--- src/rtl/isl_pkg.sv ---
// shared types and codes of the indexed shift list
package isl_pkg;

	localparam logic [2:0] KIND_APPEND = 3'd0;
	localparam logic [2:0] KIND_INSERT = 3'd1;
	localparam logic [2:0] KIND_REMOVE = 3'd2;
	localparam logic [2:0] KIND_SET    = 3'd3;
	localparam logic [2:0] KIND_GET    = 3'd4;

	localparam logic [1:0] ST_OK    = 2'd0;
	localparam logic [1:0] ST_RANGE = 2'd1;
	localparam logic [1:0] ST_FULL  = 2'd2;

	localparam logic signed [31:0] BAD_READ = -32'sd1;

	typedef struct packed {
		logic [2:0]         kind;
		logic [6:0]         position;
		logic signed [31:0] value;
	} cmd_t;

	typedef struct packed {
		logic signed [31:0] read_data;
		logic [1:0]         status;
		logic [6:0]         entry_count;
	} res_t;

endpackage

--- src/rtl/indexed_shift_list_top.sv ---
// indexed shift list: ordered list of signed words held in one synchronous memory
// append, set, rejected and unknown requests: result strobe in the cycle after the transfer
// get: memory read at the transfer, then S_GET registers the data into the result
// insert at end: as append; below it, entries move up in S_UP, one per cycle, then S_PUT
// remove: entries above move down in S_DN, one per cycle; busy holds off new transfers
// reset clears the count and the control state; the memory is not cleared
module indexed_shift_list_top
	import isl_pkg::*;
#(
	parameter int CAPACITY = 64
) (
	input  logic clk,
	input  logic arst_n,
	input  logic start,
	output logic busy,
	input  cmd_t cmd,
	output logic done,
	output res_t result
);

	localparam int CW = $clog2(CAPACITY + 1);
	localparam int XW = (CW > 7) ? CW : 7;
	localparam int AW = $clog2(CAPACITY);

	typedef enum logic [2:0] {S_IDLE, S_UP, S_PUT, S_DN, S_GET} state_t;

	state_t            state_q;
	logic [CW-1:0]     count_q;
	logic [XW-1:0]     ptr_q;
	logic [XW-1:0]     wa_s1;
	logic [XW-1:0]     pos_q;
	logic [31:0]       val_q;
	logic              done_q;
	res_t              res_q;

	logic [31:0]       mem [CAPACITY];
	logic [31:0]       rdata_s1;

	logic              accept;
	logic [XW-1:0]     pos_x;
	logic [XW-1:0]     cnt_x;
	logic              full;
	logic              ins_bad;
	logic              rng_bad;
	logic [CW-1:0]     cnt_inc;
	logic [CW-1:0]     cnt_dec;
	logic              we;
	logic [AW-1:0]     waddr;
	logic [31:0]       wdata;
	logic              re;
	logic [AW-1:0]     raddr;

	assign busy    = (state_q != S_IDLE);
	assign accept  = start && !busy;
	assign pos_x   = XW'(cmd.position);
	assign cnt_x   = XW'(count_q);
	assign full    = (count_q == CW'(CAPACITY));
	assign ins_bad = (pos_x > cnt_x);
	assign rng_bad = (pos_x >= cnt_x);
	assign cnt_inc = count_q + CW'(1);
	assign cnt_dec = count_q - CW'(1);
	assign done    = done_q;
	assign result  = res_q;

	always_comb begin
		we    = 1'b0;
		waddr = '0;
		wdata = '0;
		re    = 1'b0;
		raddr = '0;
		case (state_q)
			S_IDLE: begin
				if (accept) begin
					case (cmd.kind)
						KIND_APPEND: begin
							if (!full) begin
								we    = 1'b1;
								waddr = AW'(count_q);
								wdata = cmd.value;
							end
						end
						KIND_INSERT: begin
							if (!ins_bad && !full) begin
								if (pos_x == cnt_x) begin
									we    = 1'b1;
									waddr = AW'(pos_x);
									wdata = cmd.value;
								end else begin
									re    = 1'b1;
									raddr = AW'(cnt_x - XW'(1));
								end
							end
						end
						KIND_REMOVE: begin
							if (!rng_bad && (pos_x + XW'(1) < cnt_x)) begin
								re    = 1'b1;
								raddr = AW'(pos_x + XW'(1));
							end
						end
						KIND_SET: begin
							if (!rng_bad) begin
								we    = 1'b1;
								waddr = AW'(pos_x);
								wdata = cmd.value;
							end
						end
						KIND_GET: begin
							if (!rng_bad) begin
								re    = 1'b1;
								raddr = AW'(pos_x);
							end
						end
						default: ;
					endcase
				end
			end
			S_UP: begin
				we    = 1'b1;
				waddr = AW'(wa_s1);
				wdata = rdata_s1;
				if (ptr_q > pos_q) begin
					re    = 1'b1;
					raddr = AW'(ptr_q - XW'(1));
				end
			end
			S_DN: begin
				we    = 1'b1;
				waddr = AW'(wa_s1);
				wdata = rdata_s1;
				if (ptr_q + XW'(1) < cnt_x) begin
					re    = 1'b1;
					raddr = AW'(ptr_q + XW'(1));
				end
			end
			S_PUT: begin
				we    = 1'b1;
				waddr = AW'(pos_q);
				wdata = val_q;
			end
			default: ;
		endcase
	end

	always_ff @(posedge clk) begin
		if (we) begin
			mem[waddr] <= wdata;
		end
		if (re) begin
			rdata_s1 <= mem[raddr];
		end
	end

	always_ff @(posedge clk or negedge arst_n) begin
		if (!arst_n) begin
			state_q <= S_IDLE;
			count_q <= '0;
			ptr_q   <= '0;
			wa_s1   <= '0;
			pos_q   <= '0;
			val_q   <= '0;
			done_q  <= 1'b0;
			res_q   <= '0;
		end else begin
			done_q <= 1'b0;
			case (state_q)
				S_IDLE: begin
					if (accept) begin
						done_q            <= 1'b1;
						res_q.read_data   <= '0;
						res_q.status      <= ST_OK;
						res_q.entry_count <= 7'(count_q);
						pos_q             <= pos_x;
						val_q             <= cmd.value;
						case (cmd.kind)
							KIND_APPEND: begin
								if (full) begin
									res_q.status <= ST_FULL;
								end else begin
									count_q           <= cnt_inc;
									res_q.entry_count <= 7'(cnt_inc);
								end
							end
							KIND_INSERT: begin
								if (ins_bad) begin
									res_q.status <= ST_RANGE;
								end else if (full) begin
									res_q.status <= ST_FULL;
								end else if (pos_x == cnt_x) begin
									count_q           <= cnt_inc;
									res_q.entry_count <= 7'(cnt_inc);
								end else begin
									done_q  <= 1'b0;
									state_q <= S_UP;
									wa_s1   <= cnt_x;
									ptr_q   <= cnt_x - XW'(1);
								end
							end
							KIND_REMOVE: begin
								if (rng_bad) begin
									res_q.status <= ST_RANGE;
								end else if (pos_x + XW'(1) < cnt_x) begin
									done_q  <= 1'b0;
									state_q <= S_DN;
									wa_s1   <= pos_x;
									ptr_q   <= pos_x + XW'(1);
								end else begin
									count_q           <= cnt_dec;
									res_q.entry_count <= 7'(cnt_dec);
								end
							end
							KIND_SET: begin
								if (rng_bad) begin
									res_q.status <= ST_RANGE;
								end
							end
							KIND_GET: begin
								if (rng_bad) begin
									res_q.status    <= ST_RANGE;
									res_q.read_data <= BAD_READ;
								end else begin
									done_q  <= 1'b0;
									state_q <= S_GET;
								end
							end
							default: ;
						endcase
					end
				end
				S_UP: begin
					if (ptr_q > pos_q) begin
						wa_s1 <= ptr_q;
						ptr_q <= ptr_q - XW'(1);
					end else begin
						state_q <= S_PUT;
					end
				end
				S_PUT: begin
					count_q           <= cnt_inc;
					done_q            <= 1'b1;
					res_q.read_data   <= '0;
					res_q.status      <= ST_OK;
					res_q.entry_count <= 7'(cnt_inc);
					state_q           <= S_IDLE;
				end
				S_DN: begin
					if (ptr_q + XW'(1) < cnt_x) begin
						wa_s1 <= ptr_q;
						ptr_q <= ptr_q + XW'(1);
					end else begin
						count_q           <= cnt_dec;
						done_q            <= 1'b1;
						res_q.read_data   <= '0;
						res_q.status      <= ST_OK;
						res_q.entry_count <= 7'(cnt_dec);
						state_q           <= S_IDLE;
					end
				end
				S_GET: begin
					done_q            <= 1'b1;
					res_q.read_data   <= rdata_s1;
					res_q.status      <= ST_OK;
					res_q.entry_count <= 7'(count_q);
					state_q           <= S_IDLE;
				end
				default: state_q <= S_IDLE;
			endcase
		end
	end

	a_count_bound: assert property (@(posedge clk) disable iff (!arst_n)
		count_q <= CW'(CAPACITY))
		else $error("entry count above capacity");

	a_done_idle: assert property (@(posedge clk) disable iff (!arst_n)
		done |-> !busy)
		else $error("result strobe while a request is still in progress");

	a_full_status: assert property (@(posedge clk) disable iff (!arst_n)
		(done && result.status == ST_FULL) |-> full)
		else $error("full status reported on a list that is not full");

	a_shift_up_ptr: assert property (@(posedge clk) disable iff (!arst_n)
		(state_q == S_UP) |-> (ptr_q >= pos_q && wa_s1 == ptr_q + XW'(1)))
		else $error("upward shift pointer out of step");

	a_shift_dn_ptr: assert property (@(posedge clk) disable iff (!arst_n)
		(state_q == S_DN) |-> (ptr_q < cnt_x && wa_s1 + XW'(1) == ptr_q))
		else $error("downward shift pointer out of step");

endmodule

--- config.mk ---
export PLATFORM = sky130hd
export DESIGN_NAME = indexed_shift_list_top
export DESIGN_NICKNAME = d
export VERILOG_FILES = /design/src/rtl/isl_pkg.sv /design/src/rtl/indexed_shift_list_top.sv
export SDC_FILE = /design/constraint.sdc
export NUM_CORES = 2
export LEC_CHECK = 0
export BUFFER_PORTS_ARGS = -buffer_cell sky130_fd_sc_hd__buf_2
export CAP_MARGIN = 20
export CELL_PAD_IN_SITES_DETAIL_PLACEMENT = 1
export CELL_PAD_IN_SITES_GLOBAL_PLACEMENT = 2
export CORE_MARGIN = 1
export CORE_UTILIZATION = 46
export DETAILED_ROUTE_END_ITERATION = 10
export PLACE_DENSITY = 0.89
export REMOVE_ABC_BUFFERS = 1
export SYNTH_ARGS = -nofsm -noshare
export SYNTH_HDL_FRONTEND = slang
export SYNTH_SLANG_ARGS = --single-unit
--- constraint.sdc ---
create_clock -name clk -period 7.8 [get_ports clk]
set_clock_uncertainty 0.05 [all_clocks]
set_input_delay 0.78 -clock clk [delete_from_list [all_inputs] [get_ports clk]]
set_output_delay 0.78 -clock clk [all_outputs]
set_load 0.02 [all_outputs]
# == Word-level counts from Yosys, hierarchy flattened ==
# Memory sizes are Yosys's and may differ from the RTL's. A register that Yosys moved wholly into a read port is not among the register bits.
# Index checks and enable logic that the tools add are counted.
# totals
register_bits,104
mem_bits_rw,2048
in_bits,45
output_inout_bits,43
word_cells,164
memories,1
# op_classes
n_addsub,5
magnitude_cmp,5
n_eq_ne,23
muxes,98
n_reduce_logical,22
# memory_table
memory,depth,width,read_ports,rd_clocked_by_memory_dff,write_ports,line,source
mem,64,32,1,1,1,indexed_shift_list_top.sv:36,logic [31:0] mem [CAPACITY];
# ops
op,count
32-bit 2-to-1 mux,6
32-bit one-hot mux with 3 select lines,2
41-bit one-hot mux with 4 select lines,1
6-bit 2-to-1 mux,19
7-bit 2-to-1 mux,16
6-bit one-hot mux with 3 select lines,5
41-bit 2-to-1 mux,2
7-bit one-hot mux with 3 select lines,3
34-bit 2-to-1 mux,1
3-bit 2-to-1 mux,9
"7-bit by 1-bit adder with 7-bit output, second input constant",3
1-bit 2-to-1 mux,21
10-bit AND reduction,2
"3-bit inequality test, second input constant",6
3-bit one-hot mux with 3 select lines,2
1-bit one-hot mux with 3 select lines,5
7-bit > comparator,2
7-bit less-than comparator,2
7-bit one-hot mux with 2 select lines,1
"7-bit by 1-bit subtractor with 7-bit output, second input constant",2
"3-bit by 2-bit equality test with 1-bit output, second input constant",4
6-bit one-hot mux with 2 select lines,1
"2-bit inequality test, second input constant",5
3-bit nonzero test,3
18 further kinds,30

# == Depth between registers and ports, before layout ==
# depth
word_depth,9
ltp_mapped,20
mapped_depth_nobuf,15

# == Worst setup path after synthesis ==
# No wires, ideal clock.
# synth_path
kind,input to register
start,in cmd[34] (netlist bit)
end,"reg rdata_s1[0], read port of mem, enable pin"
setup_ns,0.533
arrival_ns,6.367
t_required_ns,7.217
path_slack_ns,0.850
path_stages,10
path_buffers,1
path_cell_list,clkbuf_1 -> and3_1 -> nand3_1 -> xnor2_1 -> ha_1 -> o21ai_0 -> o21ai_0 -> nor2_1 -> o31ai_1 -> o311ai_0
# synth_via
elab_chain_cells,7
elab_cells_between_ends,23
classes_between,1 x add/sub; 3 x order compare; 1 x eq/ne; 14 x mux; 4 x reduce/logical
# synth_lines
item,line,source
start: declaration,indexed_shift_list_top.sv:16,"input cmd_t cmd,"
"7-bit by 1-bit adder with 7-bit output, or another cell as far along",indexed_shift_list_top.sv:95,if (!rng_bad && (pos_x + XW'(1) < cnt_x)) begin
"7-bit less-than comparator, or another cell as far along",indexed_shift_list_top.sv:95,
1-bit logical AND (on tied branches),"indexed_shift_list_top.sv:95, indexed_shift_list_top.sv:83",
1-bit 2-to-1 mux (on tied branches),"indexed_shift_list_top.sv:95, indexed_shift_list_top.sv:83",
1-bit one-hot mux with 3 select lines *,indexed_shift_list_top.sv:74,case (cmd.kind)
1-bit 2-to-1 mux *,indexed_shift_list_top.sv:73,if (accept) begin
1-bit one-hot mux with 3 select lines *,indexed_shift_list_top.sv:71,case (state_q)
net re,indexed_shift_list_top.sv:50,logic re;
end: declaration,indexed_shift_list_top.sv:37,logic [31:0] rdata_s1;
# Mark *: on every way through the listed nets, which the timed path passes. The rest lies on a longest branch.
# A chain may end at the register's enable or synchronous reset.

# == Worst setup path in the final report ==
# layout_path
start,reg ptr_q[0]
end,"reg rdata_s1[26], read port of mem, data pin"
# layout_via
elab_chain_cells,4
elab_cells_between_ends,10
classes_between,2 x add/sub; 2 x order compare; 6 x mux
# layout_lines
item,line,source
start: declaration,indexed_shift_list_top.sv:29,logic [XW-1:0] ptr_q;
start signal: assignment,indexed_shift_list_top.sv:195,ptr_q <= cnt_x - XW'(1);
start signal: assignment,indexed_shift_list_top.sv:205,ptr_q <= pos_x + XW'(1);
start signal: assignment,indexed_shift_list_top.sv:232,ptr_q <= ptr_q - XW'(1);
7-bit by 1-bit adder with 7-bit output,indexed_shift_list_top.sv:130,if (ptr_q + XW'(1) < cnt_x) begin
7-bit less-than comparator,indexed_shift_list_top.sv:130,
6-bit 2-to-1 mux / 1-bit 2-to-1 mux (equally long branches),indexed_shift_list_top.sv:130,
6-bit one-hot mux with 3 select lines / 1-bit one-hot mux with 3 select lines (equally long branches),indexed_shift_list_top.sv:71,
# Parallel ways exist; a longest one is shown, timed or not.

==> out/results.tsv <==
stage	metric	value	unit
outcome	status	complete, no violations	
synth	FFs w/ async S/R, synth	4.76	%
drt	vias per cell	6.46	
timing	fmax	0.152	GHz
global_routing	vias in the first global route	60500	
floorplanning	Rows	160	
floorplanning	Core ar.	190000	um^2
timing	Period Utilization, post-route	84.3	%
synth	synth unique cells	85	
placement	port buffer count	87	
floorplanning	io pins	88	
timing	Fin. Hold Viols	0	
global_routing	global-route wire length before repair	417000	um
pwr	P_leak	35.6	nW
placement	dpl cell area	92300	um^2
setup_path	CP arrival	7.14	ns
synth	Post-synth EDFFs	2080	
drt	DRT iter0 DRCs	7619	
placement	placed insts	8547	
timing	measured slew at the worst slew-check pin	1.32	ns
timing	endpoints failing setup	0	
finish	Post-Layout Cell Count	8960	
setup_path	R2R setup slack	1.22	ns
pwr	Pwr Total	33.4	mW
drt	WL/cell	32.6	um
setup_path	Required @ worst endpoint	8.36	ns
drt	Residual DRC	0	
floorplanning	die area	193000	um^2
clock_tree	Worst-path clk slew	0.06	ns
clock_tree	worst-case clock buffer depth	3	
setup_path	CP endpoint kind	flip-flop	
synth	Seq/Total Area, Yosys	73.9	%
timing	Max-slew headroom	12.3	%
drt	Initial DRT Pass Iterations	8	
floorplanning	Die Ht	439	um
setup_path	Critical Path Fanout Max	62	
finish	fin area	99600	um^2
clock_tree	Worst-Skew Late Latency	0.89	ns
synth	top cell type by total area after synthesis	edfxtp_1	
flow_run	max cap viols	0	
finish	Syn-to-layout area delta	13.2	%
worst_hold_path	HP Class	input pin to flip-flop	
placement	detailed placer's ending HPWL	169000	um
clock_tree	setup bufs post-CTS	0	
drt	Final ANT Viol Nets	0	
finish	Core Util, Final	52.4	%
clock_tree	CTS Sinks	2184	
finish	fin nets	6347	
clock_tree	CTS tree	done	
setup_path	crit path launch type	flip-flop	
synth	Syn Inst Count	6156	
pwr	worst vdd rail ir drop	0.287	mV
synth	synth top area cells	edfxtp_1 71%, nand2_1 5.1%, mux2i_1 4.2%	
synth	Synth Warn #	0	
global_routing	grt ovf	0	
floorplanning	Die X-Extent	439	um
global_routing	largest net degree at the start of global routing	177	
synth	Syn Area/Cell	14.3	um^2
setup_path	Slowest-stage cell, CP	a2111oi_0	
setup_path	Cell Chain, Critical Path	ha_1, nand3_1, nor2_1, xor2_1, ha_1, and4_1, o221ai_1, nand2_1, a21o_2, and2_4, buf_12, mux4_2, a2111oi_0, buf_4, a32o_1, nor4_1	
global_routing	initial antenna violation count	6	
setup_path	cell repeated most along the worst path	ha_1	
clock_tree	CTS buffer count	211	
synth	top cells by count, synth	2080 x edfxtp_1, 1186 x nand2_1, 398 x nand3_1, 370 x mux2i_1, 299 x a21oi_1	
timing	RSZ-0062 raised after global routing	false	
floorplanning	Initial Utilization	46.3	%
clock_tree	htree depth	4	
timing	Slew Viols, Final	0	
clock_tree	clock root buffer	clkbuf_16	
synth	Synth top area share	71.0	%
global_routing	gr usage total	29.8	%
setup_path	Largest stage delay, worst path	1.02	ns
drt	routed wire length	292000	um
synth	cell area after synthesis	88000	um^2
drt	total number of vias	57900	
finish	share of layout cells above drive strength 1	12.4	%
synth	most common cell in the netlist	edfxtp_1	
timing	Tmin final	6.58	ns
synth	Main synth FF type	edfxtp_1	
pwr	Power Dens Cells	335	nW/um^2
placement	routability cong.	0.879	
synth	Yosys reg bits	2184	
timing	Setup TNS Final	0	ns
setup_path	kind of critical path	flip-flop to flip-flop	
## registers in the layout, indices dropped and copies added (netlist names)
name,count
done,1
mem,2048
val_q,32
pos_q,7
wa_s1,6
state_q,3
cnt_x,7
rdata_s1,32
result,41
ptr_q,7
## cell families after synthesis
logic type	share of synthesized area (%)
compound gates	7.75
xor+xnor	0.229
fa+ha+maj	0.512
buf+inv	2.31
flops	73.9
mux	5.02
simple gates	10.3
## critical path, delay by kind of cell, from the launching register on
kind / cells / cell delay (ns)
XOR/XNOR: 1 / 0.11
buffers and inverters: 2 / 0.72
multiplexers: 1 / 0.57
flip-flops: 1 / 0.54
adder cells (fa/ha/maj): 2 / 0.63
AND/OR/NAND/NOR: 6 / 1.69
AO/OA/AOI/OAI: 4 / 1.84
## stage by stage
step | hold WS, ns | worst slack [ns]
after floorplan | 0.395 | -17.97
after global placement | 0.406 | 1.23
after detailed placement | 0.416 | 1.17
after CTS | 0.00533 | 1.33
after global routing | 0.0474 | 0.975
final | 0.0502 | 1.22
## cell type report
class                           count  area, um^2
Timing Repair Buffer              308        2580
Clock buffer                      261        5540
Clock inverter                    133        1470
Sequential cell                  2184       65100
Inverter                           60         225
Tap cell                         2511        3140
Multi-Input combinational cell   3501       21600
Fill cell                       18200       90400
Antenna cell                        2        5.00
## final timing paths
| path | from | to | depth (start not counted) |
|---|---|---|---|
| hold reg to reg | val_q[0]$_DFFE_PN0P_ | val_q[0]$_DFFE_PN0P_ | 2 |
| min in group asynchronous | arst_n | result[36]$_DFFE_PN0P_ | 2 |
| setup reg to reg | ptr_q[0]$_DFFE_PN0P_ | rdata_s1[26]$_DFFE_PP_ | 16 |
| setup / recovery | ptr_q[0]$_DFFE_PN0P_ | rdata_s1[26]$_DFFE_PP_ | 16 |
| max in group asynchronous | arst_n | result[15]$_DFFE_PN0P_ | 3 |
| hold / removal | cmd[12] | val_q[12]$_DFFE_PN0P_ | 3 |
## routing by layer
layer  GRT usage, %  share of wire [%]  vias up
met1           37.3                 36    29800
met2           50.3                 49     3503
met5              0              0.024        -
li1               -                  -    23800
met4           13.5                4.8        6
met3           5.45                9.4      769
## power breakdown
part           internal (mW)  switching (mW)  leakage (nW)
clock network           5.84            4.62          3.40
registers               14.1           0.289          20.5
logic                   2.35            6.22          11.7
total                   22.2            11.1          35.6
## cell usage in the layout, fill, tap and decap left out, types with 29 or more instances in the layout
master     Yosys  routed
a211oi_1      51      51
nand2_1     1186    1184
o22ai_1      117     117
a2111oi_0     81      78
edfxtp_1    2080    2080
nor3_1        48      48
a21oi_1      299     299
and3_1       118     117
ha_1          36      36
clkinv_1       0      49
clkbuf_16      0     214
a221oi_1      66      65
nor2_1       168      91
nand3_1      398     394
inv_1         59      32
a31oi_1       84      84
clkinv_2       0      43
clkbuf_1     233      46
mux2i_1      370     370
nor4_1        30      30
o21ai_0       52      52
dfrtp_1      104     104
mux4_2        29      29
buf_4         14     183
buf_2        119      86
buf_12         0      33
nand4_1       30      30
a211o_1       51      51
nor2_4         1      77
a32o_1        32      32
a222oi_1      31      31
## timing repair
action / in CTS / in global routing
resized for setup: 0 / 0
hold buffers: 1 / 0
endpoints found under the hold margin: 65 / 0
(Power assumes the default switching activity.)
